`config.mk`:
```
export PLATFORM = sky130hd
export DESIGN_NAME = half_single_float_converter
export DESIGN_NICKNAME = d
export VERILOG_FILES = /design/src/design/hsfc_pkg.sv /design/src/design/half_single_float_converter.sv
export SDC_FILE = /design/constraint.sdc
export NUM_CORES = 1
export LEC_CHECK = 0
export BUFFER_PORTS_ARGS = -buffer_cell sky130_fd_sc_hd__buf_2
export CAP_MARGIN = 25
export CORE_ASPECT_RATIO = 1.4
export CORE_MARGIN = 2
export CORE_UTILIZATION = 30
export DETAILED_ROUTE_END_ITERATION = 16
export GPL_ROUTABILITY_DRIVEN = 0
export PLACE_DENSITY = 0.44
export SYNTH_ARGS = -nofsm -noshare
export SYNTH_HDL_FRONTEND = slang
export SYNTH_SLANG_ARGS = --single-unit
```
`constraint.sdc`:
```
create_clock -name clk -period 8.95 [get_ports clk]
set_clock_uncertainty 0.15 [all_clocks]
set_input_delay 2.685 -clock clk [delete_from_list [all_inputs] [get_ports clk]]
set_output_delay 2.685 -clock clk [all_outputs]
set_load 0.05 [all_outputs]
```
`src/design/hsfc_pkg.sv`:
```
// ============================================================================
// hsfc_pkg: shared constants for the half/single float converter
// Holds the mode codes and the special bit patterns used by the converter.
// ============================================================================
package hsfc_pkg;

    // Conversion direction codes.
    localparam logic MODE_NARROW = 1'b0;
    localparam logic MODE_WIDEN  = 1'b1;

    // Binary16 special patterns.
    localparam logic [14:0] HALF_QNAN    = 15'h7E00;
    localparam logic [14:0] HALF_INF     = 15'h7C00;
    localparam logic [14:0] HALF_MAX     = 15'h7BFF;

    // Binary32 exponent field of infinity and NaN.
    localparam logic [7:0]  SINGLE_EXP_MAX = 8'hFF;

endpackage

```
`src/design/half_single_float_converter.sv`:
```
// ============================================================================
// half_single_float_converter: binary32 <-> binary16 conversion
// Narrows with round to nearest even and saturation (exponent fields below 103 flush to zero), or widens exactly.
// ============================================================================
// A start beat is captured in the operand register; its result is shown with the strobe from the result register.
// Throughput: one beat per cycle; busy is never asserted.
// The operand register and the result register set the latency.
// Reset clears the valid flags only; no result is shown after reset.
module half_single_float_converter
    import hsfc_pkg::*;
(
    input  logic        clk,
    input  logic        rst_n,
    input  logic        start,
    output logic        busy,
    input  logic        mode,
    input  logic [31:0] value_bits,
    output logic        strobe,
    output logic [31:0] result_bits
);

    logic        in_valid_reg;
    logic        mode_reg;
    logic [31:0] value_reg;
    logic        out_valid_reg;
    logic [31:0] result_reg;
    logic [31:0] result_next;

    // Narrowing path signals.
    logic        n_sign;
    logic [7:0]  n_exp;
    logic [22:0] n_frac;
    logic [10:0] n_hm;
    logic        n_round;
    logic [10:0] n_hm_rnd;
    logic [4:0]  n_sh;
    logic [23:0] n_m;
    logic [23:0] n_mask;
    logic [23:0] n_rem;
    logic [23:0] n_half;
    logic [10:0] n_sub;
    logic        n_sub_rnd;
    logic [14:0] n_mag;

    // Widening path signals.
    logic [4:0]  w_exp;
    logic [9:0]  w_frac;
    logic [3:0]  w_lz;
    logic [9:0]  w_norm;
    logic [7:0]  w_e;
    logic [31:0] w_res;

    assign busy = 1'b0;

    // Operand register.
    always_ff @(posedge clk or negedge rst_n)
    begin
        if (!rst_n)
        begin
            in_valid_reg <= 1'b0;
        end
        else
        begin
            in_valid_reg <= start;
        end
    end

    always_ff @(posedge clk)
    begin
        if (start)
        begin
            mode_reg  <= mode;
            value_reg <= value_bits;
        end
    end

    // Narrowing: binary32 to binary16.
    always_comb
    begin
        n_sign   = value_reg[31];
        n_exp    = value_reg[30:23];
        n_frac   = value_reg[22:0];
        // Normal range rounding at bit 13.
        n_hm     = {1'b0, n_frac[22:13]};
        n_round  = n_frac[12] && ((n_frac[11:0] != 12'd0) || n_frac[13]);
        n_hm_rnd = n_hm + {10'd0, n_round};
        // Subnormal range: shift of 14..23 for exponent fields 103..112.
        n_sh     = 5'(8'd126 - n_exp);
        n_m      = {1'b1, n_frac};
        n_mask   = (24'd1 << n_sh) - 24'd1;
        n_rem    = n_m & n_mask;
        n_half   = 24'd1 << (n_sh - 5'd1);
        n_sub    = 11'(n_m >> n_sh);
        n_sub_rnd = (n_rem > n_half) || ((n_rem == n_half) && n_sub[0]);
        if (n_exp == SINGLE_EXP_MAX)
        begin
            n_mag = (n_frac != 23'd0) ? HALF_QNAN : HALF_INF;
        end
        else if (n_exp > 8'd142)
        begin
            n_mag = HALF_MAX;
        end
        else if (n_exp >= 8'd113)
        begin
            if (n_hm_rnd[10])
            begin
                if (n_exp == 8'd142)
                begin
                    n_mag = HALF_MAX;
                end
                else
                begin
                    n_mag = {5'(n_exp - 8'd111), 10'd0};
                end
            end
            else
            begin
                n_mag = {5'(n_exp - 8'd112), n_hm_rnd[9:0]};
            end
        end
        else if (n_exp >= 8'd103)
        begin
            n_mag = 15'(n_sub + {10'd0, n_sub_rnd});
        end
        else
        begin
            n_mag = 15'd0;
        end
    end

    // Widening: binary16 to binary32, with a leading-zero count.
    always_comb
    begin
        w_exp  = value_reg[14:10];
        w_frac = value_reg[9:0];
        w_lz   = 4'd10;
        for (int i = 0; i < 10; i++)
        begin
            if (w_frac[i])
            begin
                w_lz = 4'(9 - i);
            end
        end
        w_norm = 10'(w_frac << (w_lz + 4'd1));
        w_e    = 8'(8'd112 - {4'd0, w_lz});
        if (w_exp == 5'd0)
        begin
            if (w_frac == 10'd0)
            begin
                w_res = {value_reg[15], 31'd0};
            end
            else
            begin
                w_res = {value_reg[15], w_e, w_norm, 13'd0};
            end
        end
        else if (w_exp == 5'd31)
        begin
            w_res = {value_reg[15], SINGLE_EXP_MAX, w_frac, 13'd0};
        end
        else
        begin
            w_res = {value_reg[15], 8'({3'd0, w_exp} + 8'd112), w_frac, 13'd0};
        end
    end

    assign result_next = (mode_reg == MODE_WIDEN) ? w_res
                                                  : {16'd0, n_sign, n_mag};

    // Result register.
    always_ff @(posedge clk or negedge rst_n)
    begin
        if (!rst_n)
        begin
            out_valid_reg <= 1'b0;
        end
        else
        begin
            out_valid_reg <= in_valid_reg;
        end
    end

    always_ff @(posedge clk)
    begin
        if (in_valid_reg)
        begin
            result_reg <= result_next;
        end
    end

    assign strobe      = out_valid_reg;
    assign result_bits = result_reg;

endmodule

```
==> results by group <==
Drt
  • DR WL/cell: 21.5 microns
  • Pre-antenna DRT Iters: 5
  • Overall routed net length: 22.4 mm
  • Via density: 5.91
  • Via count: 6161
  • DRT iter0 DRCs: 549
  • Post-route DRC: 0
  • Final ANT Viol Nets: 0

Cells and area
  • Multi-input logic area: 4170 sq um
  • Max reg flops: 32
  • Register Area: 1970 sq um
  • Area Overhead vs Synth: 12.7%
  • Post-layout nets: 855
  • # fillers: 2152
  • Ant. Diodes: 0
  • Layout cell share with drive strength beyond 1: 0.172

Setup path
  • CP Depth: 22
  • Critical path class: flop to flop
  • Startpoint types: flop
  • Worst r2r src: value_reg[24]
  • Slowest CP cell: or4b_1
  • Req. time, crit path: 8890 ps
  • WP data arrival: 6750 ps
  • Worst setup path startpoint: value_reg[24]
  • Worst path most repeated cell: ha_1
  • Reg2reg path depth: 22
  • Worst setup path endpoint: result_bits[9]
  • Maximum fanout along the worst path: 15
  • Worst setup EP type: flop
  • Worst reg-to-reg setup slack: 2140 ps
  • CP delay by family, top: simple AND/OR/NAND/NOR gates
  • CP peak stage delay: 560 ps
  • WP buf/inv: 2
  • Worst-path cell chain: inv_1 -> ha_1 -> buf_4 -> or2_2 -> nor3_1 -> or3_1 -> nand3_1 -> nor4_1 -> o21ai_0 -> mux2i_1 -> ha_1 -> nand4_1 -> nor4_1 -> o31ai_1 -> a31oi_1 -> ha_1 -> nand4_1 -> o21ai_1 -> or4b_1 -> o31a_1 -> o21ai_1 -> a211oi_2
  • FF-to-FF End: result_bits[9]

Place
  • # port buffers: 68
  • Post-DP HPWL: 16.6 mm
  • Pre-CTS setup slack: 2180 ps

Floorplan
  • Core Region: 21200 sq um
  • Initial Utilization: 0.305
  • Die height: 178 microns
  • Width of the die: 128 microns
  • Die area: 22800 sq um
  • Num ports: 70
  • Row count: 63

Hold path
  • Worst Min Path Start: value_reg[31]
  • Hold WC Path Type: flop to flop

Yosys
  • Post-synth EDFFs: 64
  • Syn nets: 823
  • Most numerous cell in the Yosys netlist: nand2_1
  • Cells after Synth: 746
  • Area contributors post-synth: edfxtp_1 (30%), ha_1 (7.9%), mux4_2 (7.7%)
  • Compound-gate portion of the synthesized area: 0.188
  • Post-Synthesis Cell Area: 6470 sq um
  • Post-synthesis sequential area ratio: 0.305
  • Fraction of registers with async set/reset: 0.0303
  • Synth top area share: 0.297
  • XOR/XNOR Fraction of Synth Area: 0.0448
  • Largest family of logic cells by synthesized area: simple AND/OR/NAND/NOR gates
  • Leading area contributor after synthesis: edfxtp_1
  • Synth Flop Type: edfxtp_1
  • Synthesized flop and latch total: 66
  • Simple-gate portion of the synthesized area: 0.228
  • Multiplexer share of the synthesized area: 0.104
  • Avg Cell Area, Syn: 8.68 sq um
  • Synth cell types: 72
  • Synth cell count leaders: nand2_1 (100), edfxtp_1 (64), nor2_1 (57)
  • Synth warn: 0
  • Synth Area in Adders: 0.0792

Clock network
  • CTS tree: done
  • CTS clk-pin slew, worst paths: 70 ps
  • Clock Sinks: 66
  • Max clock buf depth: 2
  • Setup Buffers After CTS: 0
  • Num CTS Buffers: 9
  • # resized after CTS: 0
  • Worst-skew pair later-pin latency: 360 ps
  • Clock Root Buffer: clkbuf_16
  • H-Tree Depth: 3
  • Hold_buf cts: 0

Power
  • P per Cell Area: 185 nW/um^2
  • Max VDD drop: 0.000100 V
  • Lkg Pwr: 2.73 nW

Timing
  • Unrepaired setup endpoints after global routing: no
  • Finish-stage setup viols: 0
  • Worst slew pin tran: 881 ps
  • Fmax: 147 MHz
  • Final period utilization: 0.761
  • Final hold vios: 0
  • Max-slew violations: 0
  • Final Critical Period: 6810 ps
  • Rel. slew slack: 0.413
  • Setup TNS: 0 ps
  • Final setup margin: 2140 ps

GRT
  • Initial antenna violation count: 0
  • Grt ovf: 0
  • All-Layer GR Usage: 0.203
  • Vias in the first global route: 6129
  • First-pass GRT wire length: 35.1 mm
  • Largest net degree at the start of global routing: 35

Flow run
  • Max-Cap Viols: 0

Run status
  • Status: completed
## cells by family after synthesis
group,after synthesis
and+or+nand+nor,305
AOI/OAI and AO/OA,186
buffers and inverters,77
DFF,66
adders and majority gates,41
muxes,39
xor gates and xnor gates,31
other,1
## area by class of cell
class,count,area share
clock buffer,9,0.0309
tap,260,0.0446
inverter,17,0.00875
clock inverter,7,0.0135
timing repair buffer,81,0.0600
sequential,66,0.270
multi-input combinational,603,0.572
## where the power goes
part | leakage (nW) | switching [mW] | total (mW) | internal [mW]
registers | 0.646 | 0.0461 | 0.421 | 0.375
clock network | 0.157 | 0.148 | 0.394 | 0.246
logic | 1.92 | 0.341 | 0.536 | 0.195
## layout by cell type, fill, tap and decap left out, types with 4 or more instances in the layout
cell	Yosys	final
o31ai_1	6	6
nand2b_1	4	4
nor4_1	10	10
nor2_1	57	57
a21boi_0	7	7
o21ai_1	5	5
ha_1	41	41
and2_1	12	12
o211ai_1	10	10
buf_4	4	13
clkbuf_16	0	9
nor3_1	17	17
o22ai_1	7	7
a22oi_1	5	5
xnor2_1	19	19
mux2_2	7	7
mux4_2	22	22
xor2_1	11	11
buf_2	6	68
mux2i_1	10	10
a21oi_1	47	47
nand4_1	19	19
nand3_1	44	44
nand2_1	100	100
nor2b_1	11	11
o21a_1	6	6
a21o_1	11	11
o21ai_0	33	33
a211oi_1	6	6
a31oi_1	11	11
edfxtp_1	64	64
and3_1	7	7
or3_1	7	7
inv_1	16	16
## worst min path at each step
stage | slack [ps] | end | cells past startpoint
after floorplan | 380 | result_bits[15] | 2
after global placement | 420 | result_bits[15] | 2
after detailed placement | 430 | result_bits[15] | 2
after CTS | 440 | result_bits[15] | 2
after global routing | 480 | result_bits[15] | 2
final | 450 | result_bits[15] | 2
## layer usage
layer / track usage / up-vias / share of wire
li1: - / 2862 / -
met1: 0.244 / 2990 / 0.40
met2: 0.357 / 260 / 0.51
met3: 0.0280 / 49 / 0.047
met4: 0.0916 / 0 / 0.035
met5: 0 / - / 0
## worst min-delay path, stage by stage, from the launching register on
cell and delay (ps):
edfxtp_1 320, nand2_1 50, o311ai_0 100
## through the flow
stage,power (mW),cells,cell area [sq um],utilization,hold slack [ps]
after global placement,0.951,1026,6960,0.328,423
final,1.35,1043,7300,0.344,445
after global routing,1.43,1043,7300,0.344,477
after detailed placement,0.956,1027,6970,0.329,428
after CTS,1.36,1043,7300,0.344,443
after floorplan,0.807,746,6470,-,379
(Power assumes the default switching activity.)
